<file path="config.mk">
export PLATFORM = sky130hd
export DESIGN_NAME = hid_boot_keyboard_report_differ_core
export DESIGN_NICKNAME = d
export VERILOG_FILES = /design/src/rtl/hbkrd_pkg.sv /design/src/rtl/hid_boot_keyboard_report_differ_core.sv
export VERILOG_INCLUDE_DIRS = /design/src /design/src/rtl
export SDC_FILE = /design/constraint.sdc
export NUM_CORES = 1
export LEC_CHECK = 0
export BUFFER_PORTS_ARGS = -buffer_cell sky130_fd_sc_hd__buf_2
export CELL_PAD_IN_SITES_DETAIL_PLACEMENT = 0
export CELL_PAD_IN_SITES_GLOBAL_PLACEMENT = 2
export CORE_MARGIN = 1
export CORE_UTILIZATION = 44
export DETAILED_ROUTE_END_ITERATION = 7
export PLACE_DENSITY = 0.88
export SYNTH_ARGS = -nofsm -noshare
export SYNTH_HDL_FRONTEND = slang
export SYNTH_SLANG_ARGS = --single-unit
</file>
<file path="constraint.sdc">
create_clock -name clock -period 27.9 [get_ports clock]
set_clock_uncertainty 0.05 [all_clocks]
set_input_delay 2.79 -clock clock [delete_from_list [all_inputs] [get_ports clock]]
set_output_delay 2.79 -clock clock [all_outputs]
set_load 0.02 [all_outputs]
</file>
<file path="src/rtl/hid_boot_keyboard_report_differ_core_assert.svh">
// ----------------------------------------------------------------------------
// Assertion macros for the boot keyboard report differ
// Shared forms for the concurrent checks of the RTL.
// ----------------------------------------------------------------------------
`ifndef HID_BOOT_KEYBOARD_REPORT_DIFFER_CORE_ASSERT_SVH
`define HID_BOOT_KEYBOARD_REPORT_DIFFER_CORE_ASSERT_SVH

// property holds at every edge outside reset
`define HBKRD_ASSERT(label, clk, rst, prop, msg) \
   label: assert property (@(posedge clk) disable iff (rst) prop) \
      else $error(msg);

// condition at one edge implies consequence at the next
`define HBKRD_ASSERT_NEXT(label, clk, rst, cond, conseq, msg) \
   label: assert property (@(posedge clk) disable iff (rst) (cond) |=> (conseq)) \
      else $error(msg);

`endif

</file>
<file path="src/rtl/hbkrd_pkg.sv">
// ----------------------------------------------------------------------------
// hbkrd_pkg
// Types and constants of the boot keyboard report differ.
// ----------------------------------------------------------------------------
package hbkrd_pkg;

   localparam int N_KEYS = 6;
   localparam int N_MODS = 8;

   localparam logic [7:0] MOD_BASE = 8'hE0;
   localparam logic [7:0] MIN_KEY  = 8'd4;
   localparam logic [7:0] MIN_LEN  = 8'd8;

   // event slots in emission order
   localparam int MOD_REL_LO = 0;
   localparam int KEY_REL_LO = MOD_REL_LO + N_MODS;
   localparam int MOD_PRS_LO = KEY_REL_LO + N_KEYS;
   localparam int KEY_PRS_LO = MOD_PRS_LO + N_MODS;
   localparam int EV_SLOTS   = KEY_PRS_LO + N_KEYS;
   localparam int COUNT_W    = $clog2(EV_SLOTS + 1);

   localparam int DEFAULT_MAX_EVENTS = 20;

   typedef enum logic [1:0] {
      STATUS_EVENT     = 2'd0,
      STATUS_NO_CHANGE = 2'd1,
      STATUS_MALFORMED = 2'd2,
      STATUS_OVERFLOW  = 2'd3
   } status_type;

   typedef logic [N_KEYS-1:0][7:0] keys_type;

endpackage

</file>
<file path="src/rtl/hid_boot_keyboard_report_differ_core.sv">
// ----------------------------------------------------------------------------
// hid_boot_keyboard_report_differ_core
// Compares boot keyboard reports with the held state and streams key events.
//
//   channel  dir  transfer                           beats per report
//   req_     in   one 8-byte report plus length/time 1
//   rsp_     out  one event or status result         1 to 20
//
// A report moves input register -> evaluation -> event queue -> result
// register. The event queue sends one result per cycle while the result
// register is free or rsp_tready is high; a no-change, malformed or
// overflow report gives a single status result. The next report is
// evaluated in the cycle its predecessor's last result leaves the queue.
// Reset clears the held keys and modifiers.
// rsp_tready low holds the result register and backs up to req_tready.
// ----------------------------------------------------------------------------
`include "hid_boot_keyboard_report_differ_core_assert.svh"

module hid_boot_keyboard_report_differ_core
   import hbkrd_pkg::*;
#(
   parameter int MAX_EVENTS = DEFAULT_MAX_EVENTS
) (
   input  logic         clock,
   input  logic         reset,

   input  logic         req_tvalid,
   output logic         req_tready,
   // modifier_bits, reserved_byte, key_0..key_5, report_length, arrival_time
   input  logic [135:0] req_tdata,

   output logic         rsp_tvalid,
   input  logic         rsp_tready,
   // usage_code, pressed, event_time, zero fill
   output logic [79:0]  rsp_tdata,
   // status
   output logic [1:0]   rsp_tuser,
   output logic         rsp_tlast
);

   // input register
   logic                  in_valid_ff, in_valid_in;
   logic [7:0]            in_mods_ff;
   logic [7:0]            in_resv_ff;
   keys_type              in_keys_ff;
   logic [7:0]            in_len_ff;
   logic [63:0]           in_time_ff;

   // held state
   keys_type              held_keys_ff, held_keys_in;
   logic [7:0]            held_mods_ff, held_mods_in;

   // event queue
   logic [EV_SLOTS-1:0]   em_mask_ff, em_mask_in;
   logic                  em_stat_ff, em_stat_in;
   status_type            em_code_ff, em_code_in;
   keys_type              em_rel_keys_ff;
   keys_type              em_prs_keys_ff;
   logic [63:0]           em_time_ff;

   // result register
   logic                  rsp_valid_ff, rsp_valid_in;
   logic [7:0]            rsp_usage_ff;
   logic                  rsp_pressed_ff;
   logic [63:0]           rsp_time_ff;
   status_type            rsp_status_ff;
   logic                  rsp_last_ff;

   // evaluation
   logic                  bad;
   logic                  over;
   logic [EV_SLOTS-1:0]   ev_mask;
   logic [COUNT_W-1:0]    ev_count;
   logic [N_KEYS-1:0]     rel_found;
   logic [N_KEYS-1:0]     prs_found;

   // selection
   logic [EV_SLOTS-1:0]   sel_one;
   logic [7:0]            sel_usage;
   logic                  sel_pressed;
   logic                  sel_last;
   logic                  em_valid;
   logic                  out_load_ok;
   logic                  em_adv;
   logic                  em_free;
   logic                  eval_fire;
   logic                  req_fire;

   assign em_valid    = em_stat_ff || (|em_mask_ff);
   assign out_load_ok = !rsp_valid_ff || rsp_tready;
   assign em_adv      = em_valid && out_load_ok;
   assign em_free     = !em_valid || (out_load_ok && sel_last);
   assign eval_fire   = in_valid_ff && em_free;
   assign req_tready  = !in_valid_ff || eval_fire;
   assign req_fire    = req_tvalid && req_tready;

   always_comb begin
      bad = (in_len_ff < MIN_LEN) || (in_resv_ff != 8'd0);
      for (int i = 0; i < N_KEYS; i++) begin
         if (in_keys_ff[i] != 8'd0 && in_keys_ff[i] < MIN_KEY) begin
            bad = 1'b1;
         end
         for (int j = i + 1; j < N_KEYS; j++) begin
            if (in_keys_ff[i] != 8'd0 && in_keys_ff[i] == in_keys_ff[j]) begin
               bad = 1'b1;
            end
         end
      end
   end

   always_comb begin
      rel_found = '0;
      prs_found = '0;
      for (int i = 0; i < N_KEYS; i++) begin
         for (int j = 0; j < N_KEYS; j++) begin
            if (held_keys_ff[i] == in_keys_ff[j]) begin
               rel_found[i] = 1'b1;
            end
            if (in_keys_ff[i] == held_keys_ff[j]) begin
               prs_found[i] = 1'b1;
            end
         end
      end
      ev_mask = '0;
      ev_mask[MOD_REL_LO +: N_MODS] = held_mods_ff & ~in_mods_ff;
      ev_mask[MOD_PRS_LO +: N_MODS] = in_mods_ff & ~held_mods_ff;
      for (int i = 0; i < N_KEYS; i++) begin
         ev_mask[KEY_REL_LO + i] = (held_keys_ff[i] != 8'd0) && !rel_found[i];
         ev_mask[KEY_PRS_LO + i] = (in_keys_ff[i] != 8'd0) && !prs_found[i];
      end
      ev_count = '0;
      for (int k = 0; k < EV_SLOTS; k++) begin
         ev_count = ev_count + COUNT_W'(ev_mask[k]);
      end
      over = ev_count > COUNT_W'(MAX_EVENTS);
   end

   // lowest pending slot is the next event
   always_comb begin
      sel_one     = em_mask_ff & (~em_mask_ff + EV_SLOTS'(1));
      sel_last    = (em_mask_ff & ~sel_one) == '0;
      sel_pressed = |sel_one[EV_SLOTS-1:MOD_PRS_LO];
      sel_usage   = 8'd0;
      for (int b = 0; b < N_MODS; b++) begin
         if (sel_one[MOD_REL_LO + b] || sel_one[MOD_PRS_LO + b]) begin
            sel_usage = sel_usage | (MOD_BASE + 8'(b));
         end
      end
      for (int i = 0; i < N_KEYS; i++) begin
         if (sel_one[KEY_REL_LO + i]) begin
            sel_usage = sel_usage | em_rel_keys_ff[i];
         end
         if (sel_one[KEY_PRS_LO + i]) begin
            sel_usage = sel_usage | em_prs_keys_ff[i];
         end
      end
   end

   always_comb begin
      in_valid_in  = in_valid_ff;
      held_keys_in = held_keys_ff;
      held_mods_in = held_mods_ff;
      em_mask_in   = em_mask_ff;
      em_stat_in   = em_stat_ff;
      em_code_in   = em_code_ff;
      rsp_valid_in = rsp_valid_ff;

      if (req_fire) begin
         in_valid_in = 1'b1;
      end else if (eval_fire) begin
         in_valid_in = 1'b0;
      end

      if (em_adv) begin
         em_mask_in = em_mask_ff & ~sel_one;
         em_stat_in = 1'b0;
      end
      if (eval_fire) begin
         em_mask_in = '0;
         em_stat_in = 1'b1;
         if (bad) begin
            em_code_in = STATUS_MALFORMED;
         end else if (over) begin
            em_code_in = STATUS_OVERFLOW;
         end else begin
            held_keys_in = in_keys_ff;
            held_mods_in = in_mods_ff;
            if (ev_mask == '0) begin
               em_code_in = STATUS_NO_CHANGE;
            end else begin
               em_mask_in = ev_mask;
               em_stat_in = 1'b0;
               em_code_in = STATUS_EVENT;
            end
         end
      end

      if (em_adv) begin
         rsp_valid_in = 1'b1;
      end else if (rsp_tready) begin
         rsp_valid_in = 1'b0;
      end
   end

   always_ff @(posedge clock) begin
      if (reset) begin
         in_valid_ff  <= 1'b0;
         held_keys_ff <= '0;
         held_mods_ff <= '0;
         em_mask_ff   <= '0;
         em_stat_ff   <= 1'b0;
         em_code_ff   <= STATUS_EVENT;
         rsp_valid_ff <= 1'b0;
      end else begin
         in_valid_ff  <= in_valid_in;
         held_keys_ff <= held_keys_in;
         held_mods_ff <= held_mods_in;
         em_mask_ff   <= em_mask_in;
         em_stat_ff   <= em_stat_in;
         em_code_ff   <= em_code_in;
         rsp_valid_ff <= rsp_valid_in;
      end
   end

   always_ff @(posedge clock) begin
      if (req_fire) begin
         in_mods_ff <= req_tdata[7:0];
         in_resv_ff <= req_tdata[15:8];
         in_keys_ff <= req_tdata[63:16];
         in_len_ff  <= req_tdata[71:64];
         in_time_ff <= req_tdata[135:72];
      end
      if (eval_fire) begin
         em_rel_keys_ff <= held_keys_ff;
         em_prs_keys_ff <= in_keys_ff;
         em_time_ff     <= in_time_ff;
      end
      if (em_adv) begin
         rsp_time_ff <= em_time_ff;
         rsp_last_ff <= sel_last;
         if (em_stat_ff) begin
            rsp_usage_ff   <= 8'd0;
            rsp_pressed_ff <= 1'b0;
            rsp_status_ff  <= em_code_ff;
         end else begin
            rsp_usage_ff   <= sel_usage;
            rsp_pressed_ff <= sel_pressed;
            rsp_status_ff  <= STATUS_EVENT;
         end
      end
   end

   assign rsp_tvalid = rsp_valid_ff;
   assign rsp_tdata  = {7'd0, rsp_time_ff, rsp_pressed_ff, rsp_usage_ff};
   assign rsp_tuser  = rsp_status_ff;
   assign rsp_tlast  = rsp_last_ff;

   `HBKRD_ASSERT(a_status_is_last, clock, reset,
      (rsp_valid_ff && rsp_status_ff != STATUS_EVENT) |-> rsp_last_ff,
      "status result without tlast")
   `HBKRD_ASSERT(a_queue_bound, clock, reset,
      $countones(em_mask_ff) <= MAX_EVENTS,
      "event queue holds more than the event limit")
   `HBKRD_ASSERT(a_queue_exclusive, clock, reset,
      !(em_stat_ff && (|em_mask_ff)),
      "status result queued together with events")
   `HBKRD_ASSERT_NEXT(a_reject_keeps_state, clock, reset,
      eval_fire && (bad || over),
      $stable(held_keys_ff) && $stable(held_mods_ff),
      "rejected report changed the held state")

endmodule

</file>
==> results of run 1 <==
worst paths after layout:
kind	from	to	slack [ns]	depth (start not counted)
worst max-delay path	in_keys_ff[41]$_DFFE_PP_	held_keys_ff[40]$_SDFFE_PP0P_	18.74	24
worst min-delay path	in_time_ff[7]$_DFFE_PP_	em_time_ff[7]$_DFFE_PP_	0.34	0
worst max register to register	in_keys_ff[41]$_DFFE_PP_	held_keys_ff[40]$_SDFFE_PP0P_	18.74	24
worst min register to register	in_time_ff[7]$_DFFE_PP_	em_time_ff[7]$_DFFE_PP_	0.34	0
cell usage after synthesis (22+ instances only):
| cell | number | area (um^2) |
|---|---|---|
| nand2_1 | 75 | 281.5 |
| xor2_1 | 203 | 1778 |
| buf_1 | 70 | 262.8 |
| nor4_1 | 81 | 506.7 |
| nand4_1 | 68 | 425.4 |
| nor2_1 | 112 | 420.4 |
| a21oi_1 | 27 | 135.1 |
| nand3_1 | 22 | 110.1 |
| inv_1 | 45 | 168.9 |
| dfxtp_1 | 89 | 1782 |
| xnor2_1 | 208 | 1822 |
| edfxtp_1 | 369 | 11080 |
| clkbuf_1 | 98 | 367.9 |
| mux2i_1 | 57 | 570.6 |
layout make-up:
type	count	area, um^2
clock buffers	57	1254
inverters	45	173.9
flip-flops and latches	458	12860
fillers	4251	23920
clock inverters	28	397.9
multi-input cells	1117	8446
well taps	664	830.8
diodes	4	10.01
repair buffers	266	1461
power by group through the flow:
stage / clock network, mW / registers (mW) / logic [mW]
2_1_floorplan: 0 / 0.798 / 0.0944
3_3_place_gp: 0 / 0.794 / 0.145
3_5_place_dp: 0 / 0.796 / 0.149
4_1_cts: 0.681 / 0.781 / 0.150
5_1_grt: 0.706 / 0.783 / 0.164
6_report: 0.668 / 0.781 / 0.150
flip-flops by register name, indices dropped and copies added (netlist names), 2 cells and up:
signal          cells
in_resv_ff          8
in_mods_ff          8
rsp_usage_ff        8
in_time_ff         64
in_keys_ff         48
em_mask_ff         28
em_prs_keys_ff     48
em_rel_keys_ff     48
rsp_time_ff        64
em_code_ff          2
em_time_ff         64
in_len_ff           5
rsp_tuser           2
held_keys_ff       48
held_mods_ff        8
layer usage:
layer  up-vias  track usage [%]
met4         4            10.22
met5         -                0
li1       6701                -
met3       144            4.963
met1      7526            34.18
met2       669            41.63
logic make-up (layout without fill, tap and decap cells):
| family | count (synthesis) | in the layout | synth area share [%] |
|---|---|---|---|
| compound gates | 164 | 164 | 5.798 |
| xor+xnor | 411 | 411 | 16.20 |
| fa+ha+maj | 33 | 33 | 2.488 |
| buf+inv | 233 | 396 | 4.346 |
| flops | 458 | 458 | 57.87 |
| mux | 58 | 58 | 2.618 |
| other cells | 1 | 11 | 0.01687 |
| simple gates | 444 | 444 | 10.67 |
==> flow_summary.json, run 1 <==
{
  "postSynthCellCount": 1802,
  "ctsHoldBuffers": 0,
  "path_delay_family": "adder cells",
  "report.final.slew_viol_count": 0,
  "slowest_delay_ns": 1.15,
  "postLayoutCoreUtil_pct": 51.54,
  "crit_chain": "xor2_1 -> nor4_1 -> nand2_1 -> o311ai_0 -> or4_1 -> fa_1 -> fa_1 -> fa_1 -> fa_1 -> fa_1 -> fa_1 -> inv_1 -> ha_1 -> fa_1 -> a21o_1 -> a21oi_1 -> xor2_1 -> a21oi_1 -> inv_1 -> nand4_1 -> or3b_4 -> buf_4 -> mux2i_1 -> nor2_1",
  "peakVddDrop_mv": 0.04252,
  "place_worst_setup_slack_ns": 18.84,
  "swShare_pct": 23.68,
  "crit_top_cell": "fa_1",
  "highest_layer": "met5",
  "yosys_warnings": 0,
  "relSlewSlack_pct": 19.28,
  "switchingPower_mw": 0.3786,
  "wl_per_cell_um": 24.89,
  "criticalPathCategory": "reg -> reg",
  "worstMarginPinSlew_ns": 1.211,
  "final_common_cell": "edfxtp_1",
  "yosysSeqAreaShare_pct": 57.87,
  "async_flop_share_pct": 0,
  "fmax_ghz": 0.1092,
  "pwr-share-comb_pct": 9.4,
  "synth_ff_type": "edfxtp_1",
  "drive_gt1_share_pct": 18.98,
  "power.total_mw": 1.599,
  "wirelength_um": 65690,
  "rsz0062_at_grt": "no",
  "cp-start-kind": "flop",
  "hold_ws_ns": 0.3432,
  "dieHeight_um": 226.8,
  "crit_slowest_cell": "edfxtp_1",
  "synth_edf_count": 369,
  "wl_met2_um": 30420,
  "grt_max_degree": 90,
  "cp_max_fo": 48,
  "route.met3.wl_um": 5399,
  "post_cts_resized": 0,
  "rows": 81,
  "worstPathArrival_ns": 9.56,
  "cts_sinks": 458,
  "cts_tree": "yes",
  "core_um2": 49360,
  "hold_path_class": "reg -> reg",
  "numCtsBuffers": 47,
  "stdcell_area_um2": 25440,
  "htree_levels": 2,
  "placed_area_um2": 23770,
  "p_clk_share_pct": 41.8,
  "overflow": 0,
  "critPathBufInv": 3,
  "end_kind": "flop",
  "port-buffer-count": 214,
  "drc": 0,
  "dr.pass1.iters": 5,
  "hold_viol": 0,
  "synth.ff_latch_count": 458,
  "drt_iter0_markers": 1381,
  "p_seq_share_pct": 48.9,
  "dp_hpwl_um": 43290,
  "critPathRequiredTime_ns": 28.30,
  "ys_types": 63,
  "grt_pass1_vias": 14810,
  "gp_congestion": 0.9280,
  "final_cell_mix": "edfxtp_1, buf_2, xnor2_1, xor2_1, nor2_1",
  "cts-root-buf": "clkbuf_16",
  "drv_cap": 0,
  "syn_area_um2": 22230,
  "pwr_density_cell_nw_per_um2": 62.86,
  "io-pin-count": 225,
  "min_period_over_period_pct": 32.83,
  "wl_met1_um": 27290,
  "via_per_inst": 5.701,
  "antenna_found_initial": 3,
  "outcome": "finished, final reports clean",
  "grt_usage_pct": 25.82,
  "nNetsFinal": 2104,
  "placed_cells": 2550,
  "finalSetupViolCount": 0,
  "finalSetupTns_ns": 0,
  "path_clk_slew_ns": 0.06,
  "p_int_mw": 1.220,
  "clockBufferDepth": 3,
  "die_area_um2": 51420,
  "min_period_ns": 9.158,
  "p_leak_nw": 9.802,
  "ant_nets": 0,
  "syn_avg_cell_area_um2": 12.33,
  "cts_setup_buffers": 0,
  "vias": 15040,
  "area_growth_pct": 14.44,
  "layout_setup_ws_ns": 18.74,
  "grt_pass1_wl_um": 96860,
  "die-width_um": 226.8,
  "fin_cells": 2639,
  "initial_core_util_pct": 45.03,
  "clk_latency_ns": 0.62
}
Power figures use the tool's default switching activity.
==> inputs of run 2 (changes only) <==
- CORE_UTILIZATION: 44 -> 37
- PLACE_DENSITY: 0.88 -> 0.79
- clock period: 27.9 -> 8.4 ns (I/O delays scaled with it)
==> run 2 against run 1 <==
The flow now finishes with violations (design-rule violations). Highest routed layer is now met4. Via count increased by 1.5%. Worst hold slack got worse by 0.016 ns. Maximum frequency increased by 18%. First-iteration DRC count decreased by 5.4%. Sequential power increased to 3.3 times the previous value. Critical endpoint is now held_keys_ff[3]$_SDFFE_PP0P_. Power increased to 3.4 times the previous value. Non-clock buffer count increased by 81. Cell count increased by 7.3%. Critical path depth increased by 1. Global-route usage decreased by 3.0 points. Clock-buffer cell count decreased by 1.
==> flow_summary.json, run 2 (synthesis gave the netlist of run 1 again) <==
{
  "outcome": "finished with violations",
  "violations": "design-rule violations",
  "r2r_start": "in_keys_ff[25]$_DFFE_PP_",
  "htree_levels": 2,
  "overflow": 0,
  "end_kind": "flop",
  "grt_max_degree": 120,
  "pwr_density_cell_nw_per_um2": 203.6,
  "fmax_ghz": 0.1283,
  "top_regs": "em_time_ff x64, in_time_ff x64, rsp_time_ff x64",
  "min_period_over_period_pct": 92.76,
  "vias": 15270,
  "p_leak_nw": 10.35,
  "report.final.slew_viol_count": 0,
  "hold_ws_ns": 0.3269,
  "io-pin-count": 225,
  "min_period_ns": 7.792,
  "finalSetupTns_ns": 0,
  "grt_usage_pct": 22.79,
  "grt_pass1_vias": 15350,
  "gp_congestion": 0.9775,
  "drc": 112,
  "hold_path_class": "in -> reg",
  "rsz0062_at_grt": "no",
  "finalSetupViolCount": 0,
  "cts-root-buf": "clkbuf_16",
  "worstMarginPinSlew_ns": 1.240,
  "critPathRequiredTime_ns": 8.79,
  "cts_setup_buffers": 0,
  "dr.pass1.iters": 8,
  "initial_core_util_pct": 37.59,
  "holdPathEnd": "in_keys_ff[24]$_DFFE_PP_",
  "cts_tree": "yes",
  "nNetsFinal": 2186,
  "criticalPathCategory": "reg -> reg",
  "dp_hpwl_um": 48670,
  "grt_pass1_wl_um": 102300,
  "ant_nets": 0,
  "dieHeight_um": 247.1,
  "cp_max_fo": 25,
  "min-delay-start": "req_tdata[40]",
  "wl_per_cell_um": 24.40,
  "peakVddDrop_mv": 0.1519,
  "clockBufferDepth": 3,
  "drive_gt1_share_pct": 22.61,
  "clk_latency_ns": 0.63,
  "core_um2": 59130,
  "numCtsBuffers": 48,
  "area_growth_pct": 19.24,
  "die-width_um": 247.1,
  "r2r_slack_ns": 0.61,
  "final_cell_mix": "edfxtp_1, buf_2, xnor2_1, xor2_1",
  "worstPathArrival_ns": 8.19,
  "r2r_end": "held_keys_ff[3]$_SDFFE_PP0P_",
  "drv_cap": 0,
  "port-buffer-count": 214,
  "final_common_cell": "edfxtp_1",
  "drt_iter0_markers": 1307,
  "antenna_found_initial": 0,
  "holdPathStages": 1,
  "rows": 89,
  "relSlewSlack_pct": 16.71,
  "cp-start-kind": "flop",
  "wirelength_um": 69080,
  "ff2ff_path_depth": 25,
  "die_area_um2": 61060,
  "via_per_inst": 5.395,
  "power.total_mw": 5.396,
  "cts_sinks": 458,
  "hold_viol": 0,
  "ctsHoldBuffers": 0,
  "post_cts_resized": 0,
  "path_clk_slew_ns": 0.06
}
[run 2: critical path, cell delays in order, from the launching register on]
cell,delay [ns]
edfxtp_1,0.84
xnor2_1,0.14
nand4_1,0.14
nor2_1,0.08
nor4_1,0.39
nand4_1,0.33
fa_1,0.64
fa_1,0.44
fa_1,0.49
fa_1,0.51
fa_1,0.52
fa_1,0.52
inv_1,0.04
ha_1,0.21
fa_1,0.39
a21o_1,0.19
a21oi_1,0.16
xor2_1,0.16
a21oi_1,0.06
inv_1,0.08
nand4_1,0.09
buf_4,0.20
or3b_4,0.46
buf_12,0.21
mux2i_1,0.17
nor2_1,0.06
[run 2: per-stage QoR]
step / utilization [%] / area, um^2 / instances / worst slack [ns]
final: 44.82 / 26500 / 2831 / 0.6078
after global routing: 44.82 / 26500 / 2830 / 0.1578
after CTS: 44.82 / 26500 / 2830 / 0.5607
after detailed placement: 41.91 / 24780 / 2740 / 0.6873
after global placement: 41.91 / 24780 / 2740 / 0.6699
after floorplan: - / 22250 / 1808 / 1.079
[run 2: layout make-up]
cell class / count / area (um^2)
tap: 773 / 967.2
timing repair buffer: 347 / 2332
clock buffer: 56 / 1261
antenna: 1 / 2.502
inverter: 45 / 173.9
multi-input combinational: 1117 / 8446
fill: 5328 / 32630
clock inverter: 34 / 457.9
sequential: 458 / 12860
[run 2: worst max path at each step]
stage                              from                             to  slack (ns)  cells after the start
6_report       in_keys_ff[25]$_DFFE_PP_   held_keys_ff[3]$_SDFFE_PP0P_        0.61                     25
5_1_grt        in_keys_ff[30]$_DFFE_PP_   held_mods_ff[0]$_SDFFE_PP0P_        0.16                     25
4_1_cts        in_keys_ff[30]$_DFFE_PP_     em_mask_ff[1]$_SDFFE_PP0P_        0.56                     25
3_5_place_dp   in_keys_ff[25]$_DFFE_PP_   held_keys_ff[6]$_SDFFE_PP0P_        0.69                     25
3_3_place_gp   in_keys_ff[34]$_DFFE_PP_  held_keys_ff[36]$_SDFFE_PP0P_        0.67                     27
2_1_floorplan  in_keys_ff[20]$_DFFE_PP_  held_keys_ff[26]$_SDFFE_PP0P_        1.08                     28
[run 2: power by group]
group | internal (mW) | total, mW | switching [mW] | leakage (nW)
clock network | 1.34 | 2.27 | 0.930 | 0.842
logic | 0.208 | 0.517 | 0.309 | 5.32
registers | 2.55 | 2.61 | 0.0553 | 4.19
[run 2: per-layer routing]
metal / vias to the layer above / wire [um] / GRT usage (%)
li1: 6866 / - / -
met1: 7621 / 29280 / 30.40
met2: 637 / 31490 / 36.25
met3: 149 / 5148 / 3.647
met4: 0 / 3158 / 10.44
met5: - / 0 / 0
